==> config.mk <==
export PLATFORM = sky130hd
export DESIGN_NAME = radix_digit_emitter
export DESIGN_NICKNAME = d
export VERILOG_FILES = /design/src/rtl/rde_pkg.sv /design/src/rtl/radix_digit_emitter.sv
export SDC_FILE = /design/constraint.sdc
export NUM_CORES = 1
export LEC_CHECK = 0
export ABC_AREA = 1
export BUFFER_PORTS_ARGS = -buffer_cell sky130_fd_sc_hd__buf_2
export CAP_MARGIN = 20
export CORE_ASPECT_RATIO = 1.1
export CORE_MARGIN = 2
export CORE_UTILIZATION = 60
export DETAILED_ROUTE_END_ITERATION = 8
export GPL_TIMING_DRIVEN = 0
export MAX_ROUTING_LAYER = met4
export PLACE_DENSITY = 0.76
export SLEW_MARGIN = 5
export SYNTH_ARGS = -nofsm -noshare
export SYNTH_HDL_FRONTEND = slang
export SYNTH_SLANG_ARGS = --single-unit
==> constraint.sdc <==
create_clock -name clk_i -period 7.8 [get_ports clk_i]
set_input_delay 1.17 -clock clk_i [delete_from_list [all_inputs] [get_ports clk_i]]
set_output_delay 1.17 -clock clk_i [all_outputs]
set_load 0.005 [all_outputs]
==> src/rtl/rde_pkg.sv <==
`default_nettype none

package rde_pkg;

  // Default sizing
  localparam int unsigned VALUE_WIDTH_DEF = 64;
  localparam int unsigned MAX_DIGITS_DEF  = 22;

  // Number of quotient bits retired per cycle by the divide step
  localparam int unsigned BITS_PER_STEP = 4;

  // Field widths
  localparam int unsigned IN_WIDTH    = 64;
  localparam int unsigned RADIX_WIDTH = 5;
  localparam int unsigned CHAR_WIDTH  = 8;
  localparam int unsigned COUNT_WIDTH = 5;
  localparam int unsigned DIGIT_WIDTH = 4;

  // Radix limits
  localparam logic [RADIX_WIDTH-1:0] RADIX_MIN = 5'd8;
  localparam logic [RADIX_WIDTH-1:0] RADIX_MAX = 5'd16;

  // ASCII codes
  localparam logic [CHAR_WIDTH-1:0] CHAR_ZERO    = 8'h30;
  localparam logic [CHAR_WIDTH-1:0] CHAR_X       = 8'h78;
  localparam logic [CHAR_WIDTH-1:0] CHAR_LOWER_A = 8'h61;
  localparam logic [CHAR_WIDTH-1:0] CHAR_UPPER_A = 8'h41;

  // Prefix characters still to send
  localparam logic [1:0] PFX_NONE = 2'd0;
  localparam logic [1:0] PFX_X    = 2'd1;
  localparam logic [1:0] PFX_ZERO = 2'd2;

  typedef enum logic [2:0] {
    ST_IDLE   = 3'b001,
    ST_DIVIDE = 3'b010,
    ST_EMIT   = 3'b100
  } rde_state_e;

  // Map one digit to its ASCII character
  function automatic logic [CHAR_WIDTH-1:0] digit_char(
    input logic [DIGIT_WIDTH-1:0] digit,
    input logic                   upper
  );
    logic [CHAR_WIDTH-1:0] base;
    base = upper ? CHAR_UPPER_A : CHAR_LOWER_A;
    if (digit < 4'd10) begin
      digit_char = CHAR_ZERO + CHAR_WIDTH'(digit);
    end else begin
      digit_char = base + CHAR_WIDTH'(digit - 4'd10);
    end
  endfunction

endpackage

`default_nettype wire

==> src/rtl/radix_digit_emitter.sv <==
`default_nettype none

// Channel | direction | handshake                 | payload
// --------+-----------+---------------------------+--------------------------------------
// in      | receive   | in_valid_i / in_stall_o   | value_i, radix_i, upper_case_i,
//         |           |                           | with_prefix_i
// out     | send      | out_valid_o / out_stall_i | character_o, last_o, printed_count_o
//
// One word in gives one output word per character. Each digit is the
// remainder of dividing the running quotient by the radix, BITS_PER_STEP
// quotient bits per divide step; output stalls hold the emission. Hold the
// input stalled from accept until the last character enters the output
// register. An asynchronous low rst_ni returns the sequencer to idle and
// empties the output register; the digit stack is not cleared.

module radix_digit_emitter #(
  parameter int unsigned VALUE_WIDTH = rde_pkg::VALUE_WIDTH_DEF,
  parameter int unsigned MAX_DIGITS  = rde_pkg::MAX_DIGITS_DEF
) (
  input  wire logic                                clk_i,
  input  wire logic                                rst_ni,
  // input words
  input  wire logic                                in_valid_i,
  output logic                                     in_stall_o,
  input  wire logic [rde_pkg::IN_WIDTH-1:0]        value_i,
  input  wire logic [rde_pkg::RADIX_WIDTH-1:0]     radix_i,
  input  wire logic                                upper_case_i,
  input  wire logic                                with_prefix_i,
  // output words
  output logic                                     out_valid_o,
  input  wire logic                                out_stall_i,
  output logic [rde_pkg::CHAR_WIDTH-1:0]           character_o,
  output logic                                     last_o,
  output logic [rde_pkg::COUNT_WIDTH-1:0]          printed_count_o
);

  localparam int unsigned B      = rde_pkg::BITS_PER_STEP;
  localparam int unsigned STEPS  = (VALUE_WIDTH + B - 1) / B;
  localparam int unsigned QW     = STEPS * B;
  localparam int unsigned STEP_W = (STEPS > 1) ? $clog2(STEPS) : 1;
  localparam int unsigned CNT_W  = $clog2(MAX_DIGITS + 1);
  localparam int unsigned IDX_W  = $clog2(MAX_DIGITS);
  localparam int unsigned RW     = rde_pkg::RADIX_WIDTH;
  localparam int unsigned DW     = rde_pkg::DIGIT_WIDTH;
  localparam int unsigned CW     = rde_pkg::CHAR_WIDTH;
  localparam int unsigned PW     = rde_pkg::COUNT_WIDTH;

  rde_pkg::rde_state_e state_q, state_d;

  // Working registers of the divider
  logic [QW-1:0]     quo_q, quo_d;
  logic [RW-1:0]     rem_q, rem_d;
  logic [RW-1:0]     radix_q, radix_d;
  logic [STEP_W-1:0] step_q, step_d;
  logic [CNT_W-1:0]  count_q, count_d;
  logic              upper_q, upper_d;
  logic [1:0]        pfx_q, pfx_d;
  logic [PW-1:0]     total_q, total_d;

  // Digit stack, least significant digit at the bottom
  logic [DW-1:0]     stack_q [MAX_DIGITS];

  // Output register
  logic              ovalid_q, ovalid_d;
  logic [CW-1:0]     ochar_q, ochar_d;
  logic              olast_q, olast_d;
  logic [PW-1:0]     ocount_q, ocount_d;

  logic              in_take;
  logic              out_free;
  logic [RW-1:0]     radix_sat;
  logic [QW-1:0]     step_quo;
  logic [RW-1:0]     step_rem;
  logic              digit_done;
  logic              push;
  logic [CNT_W-1:0]  read_pos;
  logic [DW-1:0]     read_digit;

  assign in_stall_o = (state_q != rde_pkg::ST_IDLE);
  assign in_take    = in_valid_i && !in_stall_o;
  assign out_free   = !ovalid_q || !out_stall_i;

  // Clamp the radix into 8..16
  always_comb begin
    if (radix_i < rde_pkg::RADIX_MIN) begin
      radix_sat = rde_pkg::RADIX_MIN;
    end else if (radix_i > rde_pkg::RADIX_MAX) begin
      radix_sat = rde_pkg::RADIX_MAX;
    end else begin
      radix_sat = radix_i;
    end
  end

  // Shared divide step: B restoring shift/subtract steps on a 5-bit
  // partial remainder, MSB of the quotient register shifts in each time.
  always_comb begin
    logic [RW-1:0] r_v;
    logic [QW-1:0] q_v;
    r_v = rem_q;
    q_v = quo_q;
    for (int b = 0; b < B; b++) begin
      r_v = {r_v[RW-2:0], q_v[QW-1]};
      q_v = {q_v[QW-2:0], 1'b0};
      if (r_v >= radix_q) begin
        r_v    = r_v - radix_q;
        q_v[0] = 1'b1;
      end
    end
    step_quo = q_v;
    step_rem = r_v;
  end

  assign digit_done = (state_q == rde_pkg::ST_DIVIDE) && (step_q == STEP_W'(STEPS - 1));
  assign push       = digit_done && (count_q < CNT_W'(MAX_DIGITS));

  // Stack read, top of the remaining digits
  assign read_pos   = count_q - CNT_W'(1);
  assign read_digit = stack_q[read_pos[IDX_W-1:0]];

  always_comb begin
    state_d  = state_q;
    quo_d    = quo_q;
    rem_d    = rem_q;
    radix_d  = radix_q;
    step_d   = step_q;
    count_d  = count_q;
    upper_d  = upper_q;
    pfx_d    = pfx_q;
    total_d  = total_q;
    ovalid_d = ovalid_q && out_stall_i;
    ochar_d  = ochar_q;
    olast_d  = olast_q;
    ocount_d = ocount_q;

    case (state_q)
      rde_pkg::ST_IDLE: begin
        if (in_take) begin
          quo_d   = QW'(value_i[VALUE_WIDTH-1:0]);
          rem_d   = '0;
          radix_d = radix_sat;
          step_d  = '0;
          count_d = '0;
          upper_d = upper_case_i;
          pfx_d   = with_prefix_i ? rde_pkg::PFX_ZERO : rde_pkg::PFX_NONE;
          state_d = rde_pkg::ST_DIVIDE;
        end
      end

      rde_pkg::ST_DIVIDE: begin
        quo_d  = step_quo;
        rem_d  = step_rem;
        step_d = step_q + STEP_W'(1);
        if (digit_done) begin
          // Restart the divider on the quotient; keep the low digits only
          rem_d  = '0;
          step_d = '0;
          if (push) begin
            count_d = count_q + CNT_W'(1);
          end
          if (step_quo == '0) begin
            total_d = PW'(push ? count_q + CNT_W'(1) : count_q)
                    + ((pfx_q == rde_pkg::PFX_ZERO) ? PW'(2) : PW'(0));
            state_d = rde_pkg::ST_EMIT;
          end
        end
      end

      rde_pkg::ST_EMIT: begin
        if (out_free) begin
          ovalid_d = 1'b1;
          olast_d  = 1'b0;
          ocount_d = '0;
          case (pfx_q)
            rde_pkg::PFX_ZERO: begin
              ochar_d = rde_pkg::CHAR_ZERO;
              pfx_d   = rde_pkg::PFX_X;
            end
            rde_pkg::PFX_X: begin
              ochar_d = rde_pkg::CHAR_X;
              pfx_d   = rde_pkg::PFX_NONE;
            end
            default: begin
              ochar_d = rde_pkg::digit_char(read_digit, upper_q);
              count_d = read_pos;
              if (count_q == CNT_W'(1)) begin
                olast_d  = 1'b1;
                ocount_d = total_q;
                state_d  = rde_pkg::ST_IDLE;
              end
            end
          endcase
        end
      end

      default: begin
        state_d = rde_pkg::ST_IDLE;
      end
    endcase
  end

  always_ff @(posedge clk_i or negedge rst_ni) begin
    if (!rst_ni) begin
      state_q  <= rde_pkg::ST_IDLE;
      step_q   <= '0;
      count_q  <= '0;
      pfx_q    <= rde_pkg::PFX_NONE;
      ovalid_q <= 1'b0;
      quo_q    <= '0;
    end else begin
      state_q  <= state_d;
      step_q   <= step_d;
      count_q  <= count_d;
      pfx_q    <= pfx_d;
      ovalid_q <= ovalid_d;
      quo_q    <= quo_d;
    end
  end

  // Payload, no reset
  always_ff @(posedge clk_i) begin
    rem_q    <= rem_d;
    radix_q  <= radix_d;
    upper_q  <= upper_d;
    total_q  <= total_d;
    ochar_q  <= ochar_d;
    olast_q  <= olast_d;
    ocount_q <= ocount_d;
    if (push) begin
      stack_q[count_q[IDX_W-1:0]] <= step_rem[DW-1:0];
    end
  end

  assign out_valid_o     = ovalid_q;
  assign character_o     = ochar_q;
  assign last_o          = olast_q;
  assign printed_count_o = ocount_q;

endmodule

`default_nettype wire
# ---- Yosys cells after proc, flatten, opt, wreduce, memory -nomap -nowiden
# Memory sizes are Yosys's and may differ from the RTL's.
# Index checks and enable logic that the tools add are counted.
dict set report op_classes {
  add_sub_neg 11
  order_cmp 8
  n_eq_ne 15
  mux 43
  n_bitwise 1
  n_reduce_logical 22
}
# operator count
set op_table {}
lappend op_table {{$pmux W64 S2} 1}
lappend op_table {{$logic_not A64 Y1} 1}
lappend op_table {{$mux W64} 1}
lappend op_table {{$mux W5} 6}
lappend op_table {{$mux W4} 7}
lappend op_table {{$ge A5 B5 Y1} 4}
lappend op_table {{$mux W3} 6}
lappend op_table {{$pmux W4 S2} 2}
lappend op_table {{$pmux W8 S2} 1}
lappend op_table {{$sub A4 B4 Y4} 4}
lappend op_table {{$pmux W5 S3} 1}
lappend op_table {{$ne A2 B2 Y1 const B} 5}
lappend op_table {{$mux W1} 9}
lappend op_table {{$pmux W3 S3} 1}
lappend op_table {{$add A7 B8 Y8} 1}
lappend op_table {{$mux W2} 4}
lappend op_table {{$mux W8} 1}
lappend op_table {{$pmux W2 S2} 2}
lappend op_table {{$add A6 B4 Y7 const A} 1}
lappend op_table {{$mux W6} 1}
lappend op_table {{$reduce_and A2 Y1} 3}
lappend op_table {{$reduce_and A6 Y1} 1}
lappend op_table {{$add A5 B1 Y5 const B} 1}
lappend op_table {{$add A5 B2 Y5} 1}
lappend op_table {{other kinds (28)} 35}
dict set report word_totals {
  ff_bits 108
  ram_bits 88
  inputBits 75
  output_inout_bits 16
  wordCells 115
  n_memories 1
}
# name depth word_bits read_ports rd_ports_with_merged_regs wr line_no
set mem_list {}
lappend mem_list {stack_q 22 4 1 0 1 radix_digit_emitter.sv:61} ;# logic [DW-1:0] stack_q [MAX_DIGITS];

# ---- Longest topological paths before layout
dict set report depth {
  word_depth 12
  depth_mapped 41
  depth_no_buf 41
}

# ---- Least setup slack after synthesis
# Ideal clock, no wire load.
dict set report synth_timing {
  path_kind {reg-to-reg}
  from {register radix_q[1]}
  to {register total_q[0] (enable)}
  setup_time_ns 0.374
  arrival_ns 5.144
  required_ns 7.426
  path_slack_ns 2.282
  path_stages_with_launch 34
  n_path_buf 0
  period_less_slack_ns 5.518
  path_cell_list {edfxtp_1 > inv_1 > ha_1 > nand2_1 > o21ai_0 > nor2_2 > inv_1 > nand2_1 > nand2_1 > ha_1 > a21o_1 > nand2_1 > nand2_1 > nor2_1 > nand2_1 > nand2_1 > inv_1 > ha_1 > a21o_1 > nand2_1 > nand2_1 > nor2_2 > inv_1 > nand2_1 > a21boi_0 > ha_1 > a21o_1 > nand2_1 > nand2_1 > nor2_2 > nand2_1 > nor2_1 > nand3_1 > nor3_1}
}
dict set report synth_between {
  elab_chain_cells 10
  elab_cells_between_ends 16
  classes_between {add/sub: 3; order compare: 4; mux: 7; reduce/logical: 2}
}
# element line_no
set synth_lines {}
lappend synth_lines {{start, declared} radix_digit_emitter.sv:53} ;# logic [RW-1:0] radix_q, radix_d;
lappend synth_lines {{start signal, assigned} radix_digit_emitter.sv:222} ;# radix_q <= radix_d;
lappend synth_lines {{$sub A4 B4 Y4 / $ge A5 B5 Y1 (equally long branches)} {radix_digit_emitter.sv:105, radix_digit_emitter.sv:104}}
lappend synth_lines {{$mux W4} radix_digit_emitter.sv:104} ;# if (r_v >= radix_q) begin
lappend synth_lines {{$sub A4 B4 Y4 / $ge A5 B5 Y1 (equally long branches)} {radix_digit_emitter.sv:105, radix_digit_emitter.sv:104}}
lappend synth_lines {{$mux W4} radix_digit_emitter.sv:104}
lappend synth_lines {{$sub A4 B4 Y4 / $ge A5 B5 Y1 (equally long branches)} {radix_digit_emitter.sv:105, radix_digit_emitter.sv:104}}
lappend synth_lines {{$mux W4} radix_digit_emitter.sv:104}
lappend synth_lines {{$ge A5 B5 Y1} radix_digit_emitter.sv:104}
lappend synth_lines {{$mux W1} radix_digit_emitter.sv:104}
lappend synth_lines {{$logic_not A64 Y1 *} radix_digit_emitter.sv:160} ;# if (step_quo == '0) begin
lappend synth_lines {{$reduce_and A3 Y1 (no source line) *} n/a}
lappend synth_lines {{end signal, assigned} radix_digit_emitter.sv:224} ;# total_q <= total_d;
lappend synth_lines {{end, declared} radix_digit_emitter.sv:58} ;# logic [PW-1:0] total_q, total_d;
# Mark *: on every way between the ends. The rest lies on a longest branch, timed or not.
# A chain may end at the register's enable or synchronous reset.

# ---- Final worst setup path
dict set report layout_timing {
  from {register radix_q[1]}
  to {register total_q[3] (enable)}
}
# The elaborated chain is that of the path after synthesis.

==> run metrics <==
Warnings, synthesis 0; launch point of the worst reg-to-reg path radix_q[1]; hold violation total from the final report 0; CTS Buf Count 17; clock latency on the worst-skew pair 440 ps; kind of critical path flip-flop to flip-flop; Slew @ Worst Pin 849 ps; final instance area 11400 um2; # setup viols final 0; met3 Use GR 0.0561; worst-path maximum fanout 10; Routed WL per cell 16.1 um; RSZ-0062 raised after global routing false; die height 140 um; clock sink count 196; post-CTS sizing 0; Crit path arrival time 6830 ps; P&R area growth vs syn 13.1%; post-DP HPWL 16.3 mm; Non-Filler Instances 1431; flop2flop setup slack 1040 ps; number of global-route vias before repair 8057; DRC 0; most used routing layer in global routing met2; DIE AREA 17900 um2; Yosys reg bits 196; ANT nets after route 0; max_slew headroom 0.433; met1 usage 0.350; CTS root buf clkbuf_16; first-pass GRT wire length 38.5 mm; storage element area 5490 um2; CTS tree built; FMAX 0.148 GHz; Critical Path End total_q[3]; Ports 91; Die Width 128 um; post-synthesis cell area 10100 um2; Starting Density 0.616; via count 8047; Hold Path Class flip-flop to flip-flop; vias per cell 5.62; cts hold-fix bufs 0; slowest stage delay, CP 560 ps; cells after synthesis 1099; largest net degree at the start of global routing 42; gr usage total 0.281; Rows 49; syn_nets 1214; clock buffer depth 2; final period utilization 0.867; core region area 16400 um2; Layout Nets 1325; multi-input logic area 3770 um2; Setup TNS 0 ps; number of I/O port buffers 90; most used cell, CP nand2_1; initial drt markers 734; initial antenna violation count 3; final WL 23.0 mm; Worst EP required 7870 ps; setup bufs post-CTS 0; clk_skew 12.9 ps; DR pass1 iterations 5; routability cong. 0.893; max cap viols 0; global route overflow 0; synthesized area per cell 9.21 um2; fraction of layout cells with a size suffix above 1 0.142; crit path launch radix_q[1]; # fillers 1288; nature of the critical path startpoint flip-flop; count of different cell masters after synthesis 47; sequential fraction of the synthesis area 0.543; DP Cell Count 1394; hold_sp out_valid_o; Tmin final 6760 ps; crit path max-delay cell type nor3_1; met2 usage 0.464; hold slack 503 ps; Slew Limit Fails 0; Worst R2R Path Depth 32; Worst Setup End Kind flip-flop; placed cell area 10800 um2; reg-to-reg endpoint total_q[3]; Reg clk slew, reported paths 70 ps; status complete, no violations; CTS H-tree lvls 4
==> worst min-delay path by stage <==
stage | endpoint | slack, ps | cells past startpoint
global route | out_valid_o | 530 | 2
detailed placement | out_valid_o | 490 | 2
floorplan | state_q[2] | 480 | 2
global placement | out_valid_o | 480 | 2
finish | out_valid_o | 500 | 2
CTS | out_valid_o | 510 | 2
==> placed cells by master, fill, tap and decap left out, types with 4 or more instances in the layout <==
| master | instances |
|---|---|
| inv_1 | 155 |
| buf_2 | 107 |
| a21o_1 | 4 |
| xor2_1 | 7 |
| nor2_1 | 89 |
| nand4_1 | 17 |
| dfrtp_1 | 78 |
| o22ai_1 | 10 |
| nand2_2 | 4 |
| o21ai_1 | 10 |
| buf_4 | 4 |
| ha_1 | 36 |
| inv_2 | 5 |
| nor3_1 | 4 |
| fa_1 | 4 |
| clkbuf_16 | 17 |
| a21oi_1 | 15 |
| o221ai_1 | 4 |
| nand2_1 | 245 |
| xnor2_1 | 6 |
| nand3_1 | 61 |
| o211ai_1 | 60 |
| o21ai_0 | 92 |
| clkbuf_1 | 18 |
| buf_6 | 6 |
| diode_2 | 4 |
| edfxtp_1 | 117 |
| clkinv_4 | 4 |
| a31oi_1 | 5 |
==> metal layers <==
layer	share of wire	vias up
met4	0.020	0
met1	0.42	3824
met3	0.065	39
met2	0.50	274
li1	-	3910
met5	0	-
==> worst max-delay path, delay by kind of cell (launching register included) <==
kind | cells | cell delay [ps]
fa+ha+maj | 4 | 1160
compound gates | 6 | 1430
buf+inv | 4 | 450
simple gates | 18 | 2880
flops | 1 | 460
==> through the flow <==
stage	setup WS, ps	util
floorplan	2280	-
global placement	1300	0.659
detailed placement	1160	0.660
CTS	1120	0.696
global route	424	0.697
finish	1040	0.697
==> flip-flops by register name, indices dropped and copies added (netlist names) <==
signal / flops
stack_q: 88
quo_q: 64
character_o: 8
count_q: 5
printed_count_o: 5
radix_q: 5
total_q: 5
rem_q: 4
step_q: 4
state_q: 3
pfx_q: 2
last_o: 1
out_valid_o: 1
upper_q: 1
==> cell families after synthesis <==
logic type               after synthesis  share of synthesized area
AND/OR/NAND/NOR                      431                      0.179
AO/OA/AOI/OAI                        208                      0.125
buffers and inverters                208                     0.0848
flip-flops                           196                      0.543
adder cells (fa/ha/maj)               40                     0.0524
XOR/XNOR                              15                     0.0156
multiplexers                           1                   0.000989
==> area by class of cell <==
class | instances | share of cell area
sequential | 196 | 0.480
timing repair buffer | 92 | 0.0420
buffer | 46 | 0.0216
clock inverter | 15 | 0.0136
clock buffer | 17 | 0.0372
multi-input combinational | 695 | 0.329
inverter | 162 | 0.0533
antenna | 4 | 0.000874
tap | 204 | 0.0223
==> cell usage after synthesis (all sizes together) <==
cell,instances,area [um2]
dfrtp,78,1950
nand3,63,333
nor3,6,40.0
o21ai,102,510
inv,161,607
clkbuf,18,67.6
o2111ai,1,8.76
a221oi,2,17.5
o21bai,1,7.51
o22ai,10,62.6
o211ai,60,450
o221ai,4,35.0
a31oi,5,31.3
nand2,250,956
o31ai,1,7.51
xnor2,6,52.6
edfxtp,117,3510
buf,28,180
a21o,4,30.0
clkinv,1,3.75
fa,4,80.1
nor2,93,364
or2,2,12.5
mux2i,1,10.0
a22o,1,8.76
a21boi,1,7.51
dfstp,1,26.3
xor2,9,105
a21oi,16,83.8
nand4,17,106
ha,36,450
Power is not shown: default switching activity piles up to over one toggle a cycle in this logic, so the estimate is an artifact.
